==> config.mk <==
export PLATFORM = sky130hd
export DESIGN_NAME = fixed_block_free_list_pool_core
export DESIGN_NICKNAME = d
export VERILOG_FILES = /design/src/rtl/core/fbp_pkg.sv /design/src/rtl/core/fixed_block_free_list_pool_core.sv /design/src/rtl/core/fbp_link_mem.sv /design/src/rtl/core/fbp_addr_map.sv /design/src/rtl/core/fbp_engine.sv
export SDC_FILE = /design/constraint.sdc
export NUM_CORES = 2
export LEC_CHECK = 0
export BUFFER_PORTS_ARGS = -buffer_cell sky130_fd_sc_hd__buf_2
export CAP_MARGIN = 15
export CORE_UTILIZATION = 43
export CTS_BUF_LIST = sky130_fd_sc_hd__clkbuf_4
export DETAILED_ROUTE_END_ITERATION = 16
export PLACE_DENSITY = 0.59
export SYNTH_ARGS = -nofsm -noshare
export SYNTH_HDL_FRONTEND = slang
export SYNTH_SLANG_ARGS = --single-unit
==> constraint.sdc <==
create_clock -name clk -period 18.4 [get_ports clk]
set_clock_uncertainty 0.15 [all_clocks]
set_input_delay 4.6 -clock clk [delete_from_list [all_inputs] [get_ports clk]]
set_output_delay 4.6 -clock clk [all_outputs]
set_load 0.1 [all_outputs]
==> src/rtl/core/fbp_pkg.sv <==
// fbp_pkg: shared types, codes and helpers for the fixed block pool core.
// No dependencies; imported by every module under rtl/core.
package fbp_pkg;

	localparam int SIZE_W   = 32;   // request_size width
	localparam int CFG_DW   = 32;   // configuration write data width
	localparam int LOG2_W   = 4;    // block_size_log2 width
	localparam int CMD_W    = 2;
	localparam int ACT_W    = 3;

	localparam logic [LOG2_W-1:0] LOG2_MIN = 4'd2;
	localparam logic [LOG2_W-1:0] LOG2_MAX = 4'd12;
	localparam logic [LOG2_W-1:0] LOG2_RST = 4'd4;

	// configuration register indexes
	localparam logic [0:0] REG_POOL_BASE  = 1'b0;
	localparam logic [0:0] REG_BLOCK_LOG2 = 1'b1;

	typedef enum logic [CMD_W-1:0] {
		CMD_ALLOC   = 2'd0,
		CMD_FREE    = 2'd1,
		CMD_REALLOC = 2'd2
	} cmd_t;

	typedef enum logic [ACT_W-1:0] {
		ACT_GRANT        = 3'd0,
		ACT_HEAP_ALLOC   = 3'd1,
		ACT_FREED        = 3'd2,
		ACT_HEAP_FREE    = 3'd3,
		ACT_KEPT         = 3'd4,
		ACT_HEAP_REALLOC = 3'd5,
		ACT_MOVE_OUT     = 3'd6
	} action_t;

	typedef enum logic [2:0] {
		ST_CLEAR = 3'b001,
		ST_IDLE  = 3'b010,
		ST_EXEC  = 3'b100
	} state_t;

	// address decode flags handed from the decoder to the engine
	typedef struct packed {
		logic in_pool;
		logic fits;
	} dec_t;

	// block size exponent clamped to the supported range
	function automatic logic [LOG2_W-1:0] eff_log2(input logic [LOG2_W-1:0] raw);
		logic [LOG2_W-1:0] r;
		r = raw;
		if (raw < LOG2_MIN)
			r = LOG2_MIN;
		else if (raw > LOG2_MAX)
			r = LOG2_MAX;
		return r;
	endfunction

endpackage

==> src/rtl/core/fixed_block_free_list_pool_core.sv <==
// fixed_block_free_list_pool_core: top level of the fixed block pool allocator.
// Depends on fbp_pkg, fbp_addr_map, fbp_engine (and fbp_link_mem below it).
//
//  channel  | direction | beat contents
//  s_*      | in        | tuser: command; tdata: request_size, block_addr, heap_ok
//  m_*      | out       | tuser: action; tdata: result_addr, in_use_count, peak_in_use
//  cfg_*    | in        | cfg_index: register (0 pool_base, 1 block_size_log2), cfg_data
//
// Each command runs as decode plus link memory read, then execute.
// The registered link memory read and the updated free head call for that split.
// After reset the link store is chained in order by a pass over all NUM_BLOCKS entries,
// during which s_tready stays low; configuration writes are taken at any time.
// Execute of a command with a result holds while the output register is full and m_tready is low.
module fixed_block_free_list_pool_core
	import fbp_pkg::*;
#(
	parameter int NUM_BLOCKS = 256,
	parameter int ADDR_WIDTH = 32
) (
	input  logic                clk,
	input  logic                arst_n,
	input  logic                s_tvalid,
	output logic                s_tready,
	// [SIZE_W-1:0] request_size, then block_addr, then heap_ok, zero padded
	input  logic [((SIZE_W+ADDR_WIDTH+1+7)/8)*8-1:0] s_tdata,
	// command
	input  logic [CMD_W-1:0]    s_tuser,
	output logic                m_tvalid,
	input  logic                m_tready,
	// result_addr, then in_use_count, then peak_in_use, zero padded
	output logic [((ADDR_WIDTH+2*$clog2(NUM_BLOCKS+1)+7)/8)*8-1:0] m_tdata,
	// action
	output logic [ACT_W-1:0]    m_tuser,
	input  logic                cfg_valid,
	output logic                cfg_ready,
	input  logic [0:0]          cfg_index,
	input  logic [CFG_DW-1:0]   cfg_data
);

	localparam int IW     = (NUM_BLOCKS > 1) ? $clog2(NUM_BLOCKS) : 1;
	localparam int CW     = $clog2(NUM_BLOCKS + 1);
	localparam int OUT_DW = ((ADDR_WIDTH + 2*CW + 7)/8)*8;
	localparam int ADDR_LO = SIZE_W;
	localparam int OK_BIT  = SIZE_W + ADDR_WIDTH;

	logic [ADDR_WIDTH-1:0] base_q;
	logic [LOG2_W-1:0]     log2_q;

	logic [SIZE_W-1:0]     req_size;
	logic [ADDR_WIDTH-1:0] req_addr;
	dec_t                  dec;
	logic [IW-1:0]         blk_idx;
	logic [ADDR_WIDTH-1:0] grant_addr;
	logic [CW-1:0]         free_head;

	logic [ACT_W-1:0]      res_action;
	logic [ADDR_WIDTH-1:0] res_addr;
	logic [CW-1:0]         res_in_use, res_peak;

	assign cfg_ready = 1'b1;

	always_ff @(posedge clk or negedge arst_n) begin
		if (!arst_n) begin
			base_q <= '0;
			log2_q <= LOG2_RST;
		end else if (cfg_valid && cfg_ready) begin
			case (cfg_index)
				REG_POOL_BASE:  base_q <= ADDR_WIDTH'(cfg_data);
				REG_BLOCK_LOG2: log2_q <= cfg_data[LOG2_W-1:0];
				default: begin
				end
			endcase
		end
	end

	assign req_size = s_tdata[SIZE_W-1:0];
	assign req_addr = s_tdata[ADDR_LO +: ADDR_WIDTH];

	fbp_addr_map #(
		.NUM_BLOCKS (NUM_BLOCKS),
		.ADDR_WIDTH (ADDR_WIDTH),
		.IW         (IW),
		.CW         (CW)
	) u_addr_map (
		.pool_base       (base_q),
		.block_size_log2 (log2_q),
		.block_addr      (req_addr),
		.request_size    (req_size),
		.free_head       (free_head),
		.dec             (dec),
		.blk_idx         (blk_idx),
		.grant_addr      (grant_addr)
	);

	fbp_engine #(
		.NUM_BLOCKS (NUM_BLOCKS),
		.ADDR_WIDTH (ADDR_WIDTH),
		.IW         (IW),
		.CW         (CW)
	) u_engine (
		.clk           (clk),
		.arst_n        (arst_n),
		.in_valid      (s_tvalid),
		.in_ready      (s_tready),
		.in_cmd        (s_tuser),
		.in_addr       (req_addr),
		.in_heap_ok    (s_tdata[OK_BIT]),
		.in_dec        (dec),
		.in_idx        (blk_idx),
		.in_grant_addr (grant_addr),
		.free_head     (free_head),
		.out_valid     (m_tvalid),
		.out_ready     (m_tready),
		.out_action    (res_action),
		.out_addr      (res_addr),
		.out_in_use    (res_in_use),
		.out_peak      (res_peak)
	);

	assign m_tuser = res_action;
	assign m_tdata = OUT_DW'({res_peak, res_in_use, res_addr});

endmodule

==> src/rtl/core/fbp_link_mem.sv <==
// fbp_link_mem: free list link store, one write and one registered read port.
// Uses fbp_pkg only for house consistency; no submodules.
module fbp_link_mem
	import fbp_pkg::*;
#(
	parameter int DEPTH = 256,
	parameter int IW    = 8,
	parameter int DW    = 9
) (
	input  logic          clk,
	input  logic          we,
	input  logic [IW-1:0] waddr,
	input  logic [DW-1:0] wdata,
	input  logic          re,
	input  logic [IW-1:0] raddr,
	output logic [DW-1:0] rdata
);

	logic [DW-1:0] mem [DEPTH];

	always_ff @(posedge clk) begin
		if (we)
			mem[waddr] <= wdata;
	end

	always_ff @(posedge clk) begin
		if (re)
			rdata <= mem[raddr];
	end

endmodule

==> src/rtl/core/fbp_addr_map.sv <==
// fbp_addr_map: pool membership, block index, size fit and grant address.
// Depends on fbp_pkg (dec_t, eff_log2, SIZE_W).
module fbp_addr_map
	import fbp_pkg::*;
#(
	parameter int NUM_BLOCKS = 256,
	parameter int ADDR_WIDTH = 32,
	parameter int IW         = 8,
	parameter int CW         = 9
) (
	input  logic [ADDR_WIDTH-1:0] pool_base,
	input  logic [LOG2_W-1:0]     block_size_log2,
	input  logic [ADDR_WIDTH-1:0] block_addr,
	input  logic [SIZE_W-1:0]     request_size,
	input  logic [CW-1:0]         free_head,
	output dec_t                  dec,
	output logic [IW-1:0]         blk_idx,
	output logic [ADDR_WIDTH-1:0] grant_addr
);

	logic [LOG2_W-1:0]     lg;
	logic [ADDR_WIDTH-1:0] off;
	logic [ADDR_WIDTH-1:0] off_sh;
	logic [SIZE_W-1:0]     bsize;

	always_comb begin
		lg     = eff_log2(block_size_log2);
		off    = block_addr - pool_base;
		// offset in blocks; in pool when the address is not below the base and this stays below the block count
		off_sh = off >> lg;
		bsize  = SIZE_W'(1) << lg;
		dec.in_pool = (block_addr >= pool_base) &&
			({1'b0, off_sh} < (ADDR_WIDTH+1)'(NUM_BLOCKS));
		dec.fits    = (request_size <= bsize);
		blk_idx     = off_sh[IW-1:0];
		grant_addr  = pool_base + (ADDR_WIDTH'(free_head) << lg);
	end

endmodule

==> src/rtl/core/fbp_engine.sv <==
// fbp_engine: command sequencer, free head, usage counters and output register.
// Depends on fbp_pkg and fbp_link_mem.
module fbp_engine
	import fbp_pkg::*;
#(
	parameter int NUM_BLOCKS = 256,
	parameter int ADDR_WIDTH = 32,
	parameter int IW         = 8,
	parameter int CW         = 9
) (
	input  logic                  clk,
	input  logic                  arst_n,
	// input beat, already decoded
	input  logic                  in_valid,
	output logic                  in_ready,
	input  logic [CMD_W-1:0]      in_cmd,
	input  logic [ADDR_WIDTH-1:0] in_addr,
	input  logic                  in_heap_ok,
	input  dec_t                  in_dec,
	input  logic [IW-1:0]         in_idx,
	input  logic [ADDR_WIDTH-1:0] in_grant_addr,
	output logic [CW-1:0]         free_head,
	// result beat
	output logic                  out_valid,
	input  logic                  out_ready,
	output logic [ACT_W-1:0]      out_action,
	output logic [ADDR_WIDTH-1:0] out_addr,
	output logic [CW-1:0]         out_in_use,
	output logic [CW-1:0]         out_peak
);

	localparam logic [CW-1:0] NB = CW'(NUM_BLOCKS);

	state_t                state_q;
	logic [IW-1:0]         clr_q;
	logic [CW-1:0]         head_q, live_q, peak_q;

	cmd_t                  cmd_s1;
	logic [ADDR_WIDTH-1:0] addr_s1, grant_s1;
	logic                  heap_ok_s1;
	dec_t                  dec_s1;
	logic [IW-1:0]         idx_s1;

	logic                  out_valid_q;
	action_t               out_action_q;
	logic [ADDR_WIDTH-1:0] out_addr_q;
	logic [CW-1:0]         out_in_use_q, out_peak_q;

	logic                  accept, exec_done, has_res, push, pop, head_null;
	action_t               act;
	logic [ADDR_WIDTH-1:0] raddr_res;
	logic [CW-1:0]         head_d, live_d, peak_d;
	logic [CW-1:0]         link_rdata;
	logic                  mem_we;
	logic [IW-1:0]         mem_waddr;
	logic [CW-1:0]         mem_wdata;

	assign in_ready  = (state_q == ST_IDLE);
	assign accept    = in_valid && in_ready;
	assign free_head = head_q;
	assign head_null = (head_q >= NB);

	always_comb begin
		head_d    = head_q;
		live_d    = live_q;
		peak_d    = peak_q;
		act       = ACT_HEAP_ALLOC;
		raddr_res = '0;
		push      = 1'b0;
		pop       = 1'b0;
		has_res   = 1'b1;
		case (cmd_s1)
			CMD_ALLOC: begin
				if (dec_s1.fits && !head_null) begin
					pop       = 1'b1;
					act       = ACT_GRANT;
					raddr_res = grant_s1;
				end
			end
			CMD_FREE: begin
				if (dec_s1.in_pool) begin
					push = 1'b1;
					act  = ACT_FREED;
				end else begin
					act  = ACT_HEAP_FREE;
				end
			end
			CMD_REALLOC: begin
				if (!dec_s1.in_pool) begin
					act = ACT_HEAP_REALLOC;
				end else if (dec_s1.fits) begin
					act       = ACT_KEPT;
					raddr_res = addr_s1;
				end else begin
					act  = ACT_MOVE_OUT;
					push = heap_ok_s1;
				end
			end
			default: begin
				has_res = 1'b0;
			end
		endcase
		if (pop) begin
			head_d = link_rdata;
			if (live_q < NB)
				live_d = live_q + CW'(1);
			if (live_d > peak_q)
				peak_d = live_d;
		end
		if (push) begin
			head_d = CW'(idx_s1);
			if (live_q != '0)
				live_d = live_q - CW'(1);
		end
	end

	// a command with no result never waits on the output register
	assign exec_done = (state_q == ST_EXEC) && (!has_res || !out_valid_q || out_ready);

	always_comb begin
		if (state_q == ST_CLEAR) begin
			mem_we    = 1'b1;
			mem_waddr = clr_q;
			mem_wdata = CW'({1'b0, clr_q}) + CW'(1);
		end else begin
			mem_we    = exec_done && push;
			mem_waddr = idx_s1;
			mem_wdata = head_q;
		end
	end

	fbp_link_mem #(
		.DEPTH (NUM_BLOCKS),
		.IW    (IW),
		.DW    (CW)
	) u_link_mem (
		.clk   (clk),
		.we    (mem_we),
		.waddr (mem_waddr),
		.wdata (mem_wdata),
		.re    (accept && !head_null),
		.raddr (head_q[IW-1:0]),
		.rdata (link_rdata)
	);

	always_ff @(posedge clk or negedge arst_n) begin
		if (!arst_n) begin
			state_q <= ST_CLEAR;
			clr_q   <= '0;
			head_q  <= '0;
			live_q  <= '0;
			peak_q  <= '0;
		end else begin
			case (state_q)
				ST_CLEAR: begin
					clr_q <= clr_q + IW'(1);
					if (clr_q == IW'(NUM_BLOCKS - 1))
						state_q <= ST_IDLE;
				end
				ST_IDLE: begin
					if (accept)
						state_q <= ST_EXEC;
				end
				ST_EXEC: begin
					if (exec_done) begin
						state_q <= ST_IDLE;
						head_q  <= head_d;
						live_q  <= live_d;
						peak_q  <= peak_d;
					end
				end
				default: begin
					state_q <= ST_IDLE;
				end
			endcase
		end
	end

	always_ff @(posedge clk) begin
		if (accept) begin
			cmd_s1     <= cmd_t'(in_cmd);
			addr_s1    <= in_addr;
			grant_s1   <= in_grant_addr;
			heap_ok_s1 <= in_heap_ok;
			dec_s1     <= in_dec;
			idx_s1     <= in_idx;
		end
	end

	always_ff @(posedge clk or negedge arst_n) begin
		if (!arst_n) begin
			out_valid_q <= 1'b0;
		end else begin
			if (out_valid_q && out_ready)
				out_valid_q <= 1'b0;
			if (exec_done && has_res)
				out_valid_q <= 1'b1;
		end
	end

	always_ff @(posedge clk) begin
		if (exec_done && has_res) begin
			out_action_q <= act;
			out_addr_q   <= raddr_res;
			out_in_use_q <= live_d;
			out_peak_q   <= peak_d;
		end
	end

	assign out_valid  = out_valid_q;
	assign out_action = out_action_q;
	assign out_addr   = out_addr_q;
	assign out_in_use = out_in_use_q;
	assign out_peak   = out_peak_q;

`ifndef NO_ASSERTIONS
	a_live_bound: assert property (@(posedge clk) disable iff (!arst_n)
		live_q <= NB)
		else $error("in-use count above block count");

	a_peak_cover: assert property (@(posedge clk) disable iff (!arst_n)
		peak_q >= live_q)
		else $error("peak below in-use count");

	a_peak_mono: assert property (@(posedge clk) disable iff (!arst_n)
		1'b1 |=> peak_q >= $past(peak_q))
		else $error("peak decreased");

	a_head_bound: assert property (@(posedge clk) disable iff (!arst_n)
		head_q <= NB)
		else $error("free head beyond null link");

	// a list looped by double frees may pop with the count already saturated
	a_pop_nonempty: assert property (@(posedge clk) disable iff (!arst_n)
		(exec_done && pop) |-> (head_q < NB))
		else $error("pop from empty free list");
`endif

endmodule

# After elaboration in Yosys (flattened, before gate mapping)

Memories as Yosys holds them, arrays and structs flattened. A register that Yosys moved wholly into a read port is not among the register bits.
Cells that the tools add are included.

Magnitude comparators: 8
Reductions and logical operators: 23
Shifts and indexed selects: 3
Mux-type cells: 38
Bitwise operators: 1
Equal/unequal tests: 9
$add $sub $neg: 6

Operators with widths:

| operator                                                 | number |
|---|---|
| 2-to-1 mux 32 bit                                        | 3 |
| 2-to-1 mux 9 bit                                         | 10 |
| case mux 32 bit (2 select lines)                         | 1 |
| adder 32 bit                                             | 1 |
| greater-or-equal comparator 32 bit                       | 1 |
| less-or-equal comparator 32 bit                          | 1 |
| < comparator 32 x 9 -> 1 bit, second input constant      | 1 |
| << shifter 1 x 4 -> 32 bit, first input constant         | 1 |
| << shifter 9 x 4 -> 32 bit                               | 1 |
| >> shifter 32 x 4 -> 32 bit                              | 1 |
| subtractor 32 bit                                        | 1 |
| case mux 3 bit (3 select lines)                          | 2 |
| 2-to-1 mux 1 bit                                         | 13 |
| 2-to-1 mux 3 bit                                         | 4 |
| adder 8 x 1 -> 9 bit, second input constant              | 1 |
| adder 9 x 1 -> 9 bit, second input constant              | 1 |
| greater-or-equal comparator 9 bit, second input constant | 1 |
| greater-than comparator 9 bit                            | 1 |
| < comparator 9 bit, second input constant                | 1 |
| nonzero test 9 bit                                       | 1 |
| subtractor 9 x 1 -> 9 bit, second input constant         | 1 |
| adder 8 x 1 -> 8 bit, second input constant              | 1 |
| == test 8 bit, second input constant                     | 1 |
| logical AND 1 bit                                        | 8 |
| 21 further kinds                                         | 30 |

Logic and storage cells: 108
Memories: 1
Register bits after elaboration: 205
Bits in writable memories: 2304

Memories:

| name                    | words | bits a word | rd ports | clocked after memory_dff | wr ports | line               | text |
|---|---|---|---|---|---|---|---|
| u_engine.u_link_mem.mem | 256   | 9           | 1        | 1                        | 1        | fbp_link_mem.sv:19 | `logic [DW-1:0] mem [DEPTH];` |

# Depth between registers and ports, before layout

Depth after elaboration: 11
Depth in mapped cells: 26

# Hierarchy

A second synthesis with hierarchy kept.

Cells, all modules: 5651
Area, all modules: 103391.7 µm²

By module, submodules not included:

| module                          | times used | cells each | sequential area each (µm²) | area an instance (µm²) |
|---|---|---|---|---|
| fbp_link_mem                    | 1          | 4237       | 69456.6                    | 89368.2 |
| fbp_engine                      | 1          | 526        | 4880.9                     | 7220.7 |
| fbp_addr_map                    | 1          | 801        | 0.0                        | 5233.8 |
| fixed_block_free_list_pool_core | 1          | 87         | 902.1                      | 1569.0 |

# Least setup slack after synthesis

No wires, ideal clock.

Path kind: register -> register
Start point: register u_engine.state_q[0]
End point: memory u_engine.u_link_mem.mem[0][7], data pin
Library setup time: 2.187 ns
Arrival time: 11.153 ns
Stages on the path, launching flop included: 6
Required time: 16.063 ns
Slack: 4.910 ns
Period minus slack after synthesis: 13.490 ns
Buffers on the path: 3
Cell sequence: dfstp_2 > nand2_1 > clkbuf_1 > clkbuf_1 > clkbuf_1 > o21ai_0

Longest elaborated chain between the ends: 2

Ends and longest elaborated chain:

| item                            | line               | text |
|---|---|---|
| from (decl)                     | fbp_engine.sv:34   | `state_t state_q;` |
| from (signal assigned)          | fbp_engine.sv:148  | `state_q <= ST_CLEAR;` |
| from (signal assigned)          | fbp_engine.sv:158  | `state_q <= ST_IDLE;` |
| from (signal assigned)          | fbp_engine.sv:162  | `state_q <= ST_EXEC;` |
| == test 3 x 1 -> 1 bit          | fbp_engine.sv:121  | `if (state_q == ST_CLEAR) begin` |
| 2-to-1 mux 9 bit                | fbp_engine.sv:121  |  |
| named net u_engine.mem_wdata[7] | fbp_engine.sv:56   | `logic [CW-1:0] mem_wdata;` |
| to (decl)                       | fbp_link_mem.sv:19 |  |

The timed path passes the listed nets, and every way through them passes these cells.

# Final worst setup path

Start point: input port m_tready
End point: memory u_engine.u_link_mem.mem[202][5], enable pin

Longest elaborated chain between the ends: 6

Ends and longest elaborated chain:

| item                                   | line                                  | text |
|---|---|---|
| from (decl)                            | fixed_block_free_list_pool_core.sv:29 | `input logic m_tready,` |
| logical OR 1 bit                       | fbp_engine.sv:118                     | `assign exec_done = (state_q == ST_EXEC) && (!has_res \|\| !out_valid_q \|\| out_ready);` |
| logical AND 1 bit                      | fbp_engine.sv:118                     |  |
| logical AND 1 bit                      | fbp_engine.sv:126                     | `mem_we = exec_done && push;` |
| 2-to-1 mux 1 bit                       | fbp_engine.sv:121                     |  |
| 2-to-1 mux 1 bit                       | fbp_link_mem.sv:22                    | `if (we)` |
| 2-to-1 mux 1 bit (implied by the code) | fbp_link_mem.sv:23                    | `mem[waddr] <= wdata;` |

No other way between the ends.

==> metrics.md <==
| Metric | Value |
|---|---|
| Min-delay src | log2_q[3] |
| DP Wirelength | 145000 um |
| Max-slew violations | 0 |
| Later-pin clock latency in the skew report | 1390 ps |
| Internal Power | 0.0116 W |
| Net Sw Frac | 0.318 |
| Rows | 178 |
| Sum of routed wire length over all layers | 245000 um |
| Main combinational cell family by area after synthesis | multiplexers |
| Combinational power share | 0.301 |
| Post CTS Setup Buffer Count | 0 |
| Fmax | 0.122 GHz |
| Crit end category | flop |
| Reg-to-reg critical path endpoint | u_engine.grant_s1[31] |
| Fin crit share | 0.447 |
| Initial DRC count | 4495 |
| CTS tree | built |
| Crit-path max cell delay | 800 ps |
| Mux cell area share after synthesis | 0.173 |
| Share of flip-flops with an asynchronous set or reset | 0.0298 |
| Final setup fails | 0 |
| First-pass GRT wire length | 357000 um |
| Sequential fraction of the synthesis area | 0.736 |
| Layout cell share with drive strength beyond 1 | 0.336 |
| Hold Path Sink | log2_q[3] |
| CP dominant cell by count | nor2_1 |
| Main flop type after synthesis | edfxtp_1 |
| Post-Syn Area | 102000 um2 |
| Finished Layout Cells | 9266 |
| GRT Overall Usage | 0.205 |
| PortBufs | 159 |
| Worst-case reg-to-reg path depth | 20 |
| Worst Hold Margin | 358 ps |
| Post-CTS sizing | 0 |
| CTS Root Cell | clkbuf_4 |
| Clk pwr share | 0.272 |
| Worst Setup Start Kind | primary input |
| Die H | 490 um |
| Clock slew at reported path FFs | 60 ps |
| Crit-path max FO | 11 |
| Core area | 236000 um2 |
| RD Place Congestion | 0.867 |
| Via count | 52300 |
| Largest net degree at the start of global routing | 217 |
| Cells after DPL | 8161 |
| Yosys warns | 0 |
| CP Cell Sequence | buf_2, nand2b_1, nor2_1, or4b_2, nor2_1, a21oi_1, o31ai_1, nand2_1, buf_4, nor2_1 |
| Net Sw Power | 0.00544 W |
| Vias in the first global route | 53400 |
| Final TNS setup | 0 ps |
| Outcome | finished, final reports clean |
| Area grow syn2layout | 12.2% |
| Yosys reg bits | 2518 |
| Synth Area in Simple Gates | 0.0327 |
| IO Pins | 174 |
| Total CTS buffers | 660 |
| Total Power | 0.0171 W |
| Compound-Gate Fraction of Synth Area | 0.0264 |
| Final Hold Fails | 0 |
| CTS Sinks | 2518 |
| Wire length per cell | 26.5 um |
| Worst path required time | 19160 ps |
| Drt first pass iters | 7 |
| Top delay family on crit path | simple AND/OR/NAND/NOR gates |
| Via-to-Cell Ratio | 5.64 |
| Worst r2r src | log2_q[2] |
| Shortest period the worst path allows | 8220 ps |
| Cells after Synth | 5046 |
| Initial antenna violation count | 10 |
| Nets | 5877 |
| Slew margin rel. | 0.222 |
| Power per cell area | 149 nW/um2 |
| Reg-to-reg setup timing slack | 11330 ps |
| Routed Antenna Nets | 0 |
| Max cap viols | 0 |
| Critical path arrival | 8980 ps |
| RSZ-0062 raised after global routing | no |
| XOR/XNOR Fraction of Synth Area | 0.00651 |
| Hold/Removal Path Class | reg -> reg |
| Number of remaining DRC errors | 0 |
| H-tree levels | 6 |
| DIE WIDTH | 490 um |
| Synth cell types | 81 |
| Slew of the pin with the lowest slew margin | 1170 ps |
| Post-synth EDFFs | 2443 |
| Clock Path Buffers | 4 |
| Core Util, Final | 0.486 |
| Starting Density | 0.433 |
| CP max stage cell | nor2_1 |
| Max VDD drop | 136 uV |
| Bufs and invs on worst path | 2 |
| Hold path cells | 1 |
| Global-route congestion overflow total | 0 |
| Crit Path Category | in -> reg |
| Leak | 37.0 nW |
| Post-CTS Hold Fix Bufs | 0 |
| Synth Area in Adders | 0.0112 |
| Post-Syn Area per Cell | 20.3 um2 |
| Sequential power share | 0.427 |
| Die ar. | 240000 um2 |
-- how the worst max path moves through the flow --
stage	endpoint	from	cells past startpoint	slack [ps]
6_report	u_engine.u_link_mem.mem[202][5]	m_tready	10	10180
5_1_grt	u_engine.u_link_mem.mem[202][5]	m_tready	10	10030
4_1_cts	u_engine.u_link_mem.mem[154][8]	m_tready	10	10340
3_5_place_dp	u_engine.u_link_mem.mem[218][4]	m_tready	10	8820
3_3_place_gp	u_engine.u_link_mem.mem[218][4]	m_tready	10	8870
2_1_floorplan	u_engine.u_link_mem.mem[0][7]	u_engine.state_q[0]	5	4910
-- power by group through the flow --
| stage | registers [W] | clock network (W) | logic, W |
|---|---|---|---|
| floorplan | 0.00779 | 0 | 0.00338 |
| global placement | 0.00741 | 0 | 0.00516 |
| detailed placement | 0.00742 | 0 | 0.00523 |
| CTS | 0.00729 | 0.00477 | 0.00523 |
| global route | 0.00731 | 0.00504 | 0.00542 |
| finish | 0.00729 | 0.00465 | 0.00514 |
-- flip-flops by register name, indices dropped and copies added (netlist names) --
register,count
u_engine.live_q,9
u_engine.dec_s1,2
u_engine.addr_s1,32
u_engine.u_link_mem.mem,2304
u_engine.u_link_mem.rdata,9
u_engine.grant_s1,32
u_engine.out_addr,32
u_engine.heap_ok_s1,1
base_q,32
u_engine.peak_q,9
u_engine.state_q,3
u_engine.out_in_use,9
u_engine.clr_q,8
u_engine.idx_s1,8
log2_q,4
u_engine.cmd_s1,2
u_engine.out_action,3
u_engine.out_valid,1
u_engine.out_peak,9
u_engine.free_head,9
-- synthesized netlist by cell type, types with 19 or more instances --
cell type / number / area, um2
nand3_1: 36 / 180
nand2_1: 214 / 803
mux2_2: 19 / 214
xor2_1: 23 / 201
a22o_1: 33 / 289
a31oi_1: 19 / 119
o21ai_0: 94 / 470
a21o_1: 19 / 143
nor3_1: 24 / 120
clkbuf_1: 207 / 777
dfrtp_1: 73 / 1830
xnor2_1: 53 / 464
a21oi_1: 117 / 586
buf_1: 73 / 274
nor2_1: 371 / 1390
mux4_2: 765 / 17200
mux2i_1: 27 / 270
inv_1: 71 / 267
edfxtp_1: 2443 / 73400
ha_1: 88 / 1100
-- per-layer routing --
layer  up-vias  track usage  wire length [um]
met3       369       0.0418             17600
met1     27500        0.283            102000
met4         0       0.0626              5480
met2      1982        0.329            120000
met5         -            0                 0
li1      22500            -                 -
-- layout make-up --
class,instances,area (um2)
Clock buffer,946,7100
Antenna cell,16,40.0
Sequential cell,2518,75300
Fill cell,19600,121000
Tap cell,3150,3940
Inverter,72,270
Multi-Input combinational cell,2181,25800
Timing Repair Buffer,242,1540
Clock inverter,141,749
-- logic make-up after synthesis --
family	after synthesis
AND/OR/NAND/NOR	771
multiplexers	811
XOR/XNOR	76
other	2
flip-flops	2518
AO/OA/AOI/OAI	415
adder cells (fa/ha/maj)	90
buffers and inverters	363
-- stage by stage --
step	instance area (um2)	worst slack, ps
2_1_floorplan	102000	4910
3_3_place_gp	107000	8870
3_5_place_dp	107000	8820
4_1_cts	115000	10340
5_1_grt	115000	10030
6_report	115000	10180
-- layout by cell type (no fill, tap or decap), types with 10 or more instances in the layout --
master	netlist	layout
o31ai_1	14	14
nor3_1	24	24
xnor2_1	53	53
nand4_1	17	17
xor2_1	23	23
edfxtp_1	2443	2443
diode_2	0	16
a211oi_1	10	10
dfrtp_1	73	67
nor2b_1	18	17
buf_4	7	74
a21oi_1	117	116
a31oi_1	19	19
conb_1	2	18
nand3b_1	14	14
mux2_2	19	19
mux4_2	765	765
clkbuf_4	0	946
nand2_1	214	213
nor2_1	371	368
a22o_1	33	33
o21a_1	18	18
nand3_1	36	35
mux2i_1	27	27
nand2b_1	11	11
or3_1	13	13
o21ai_0	94	86
a21o_1	19	19
and2_1	15	14
buf_2	3	158
clkinv_1	1	107
inv_1	71	71
ha_1	88	88
and3_1	13	13
o21bai_1	10	10
No activity file was read; power rests on OpenSTA's default activity.
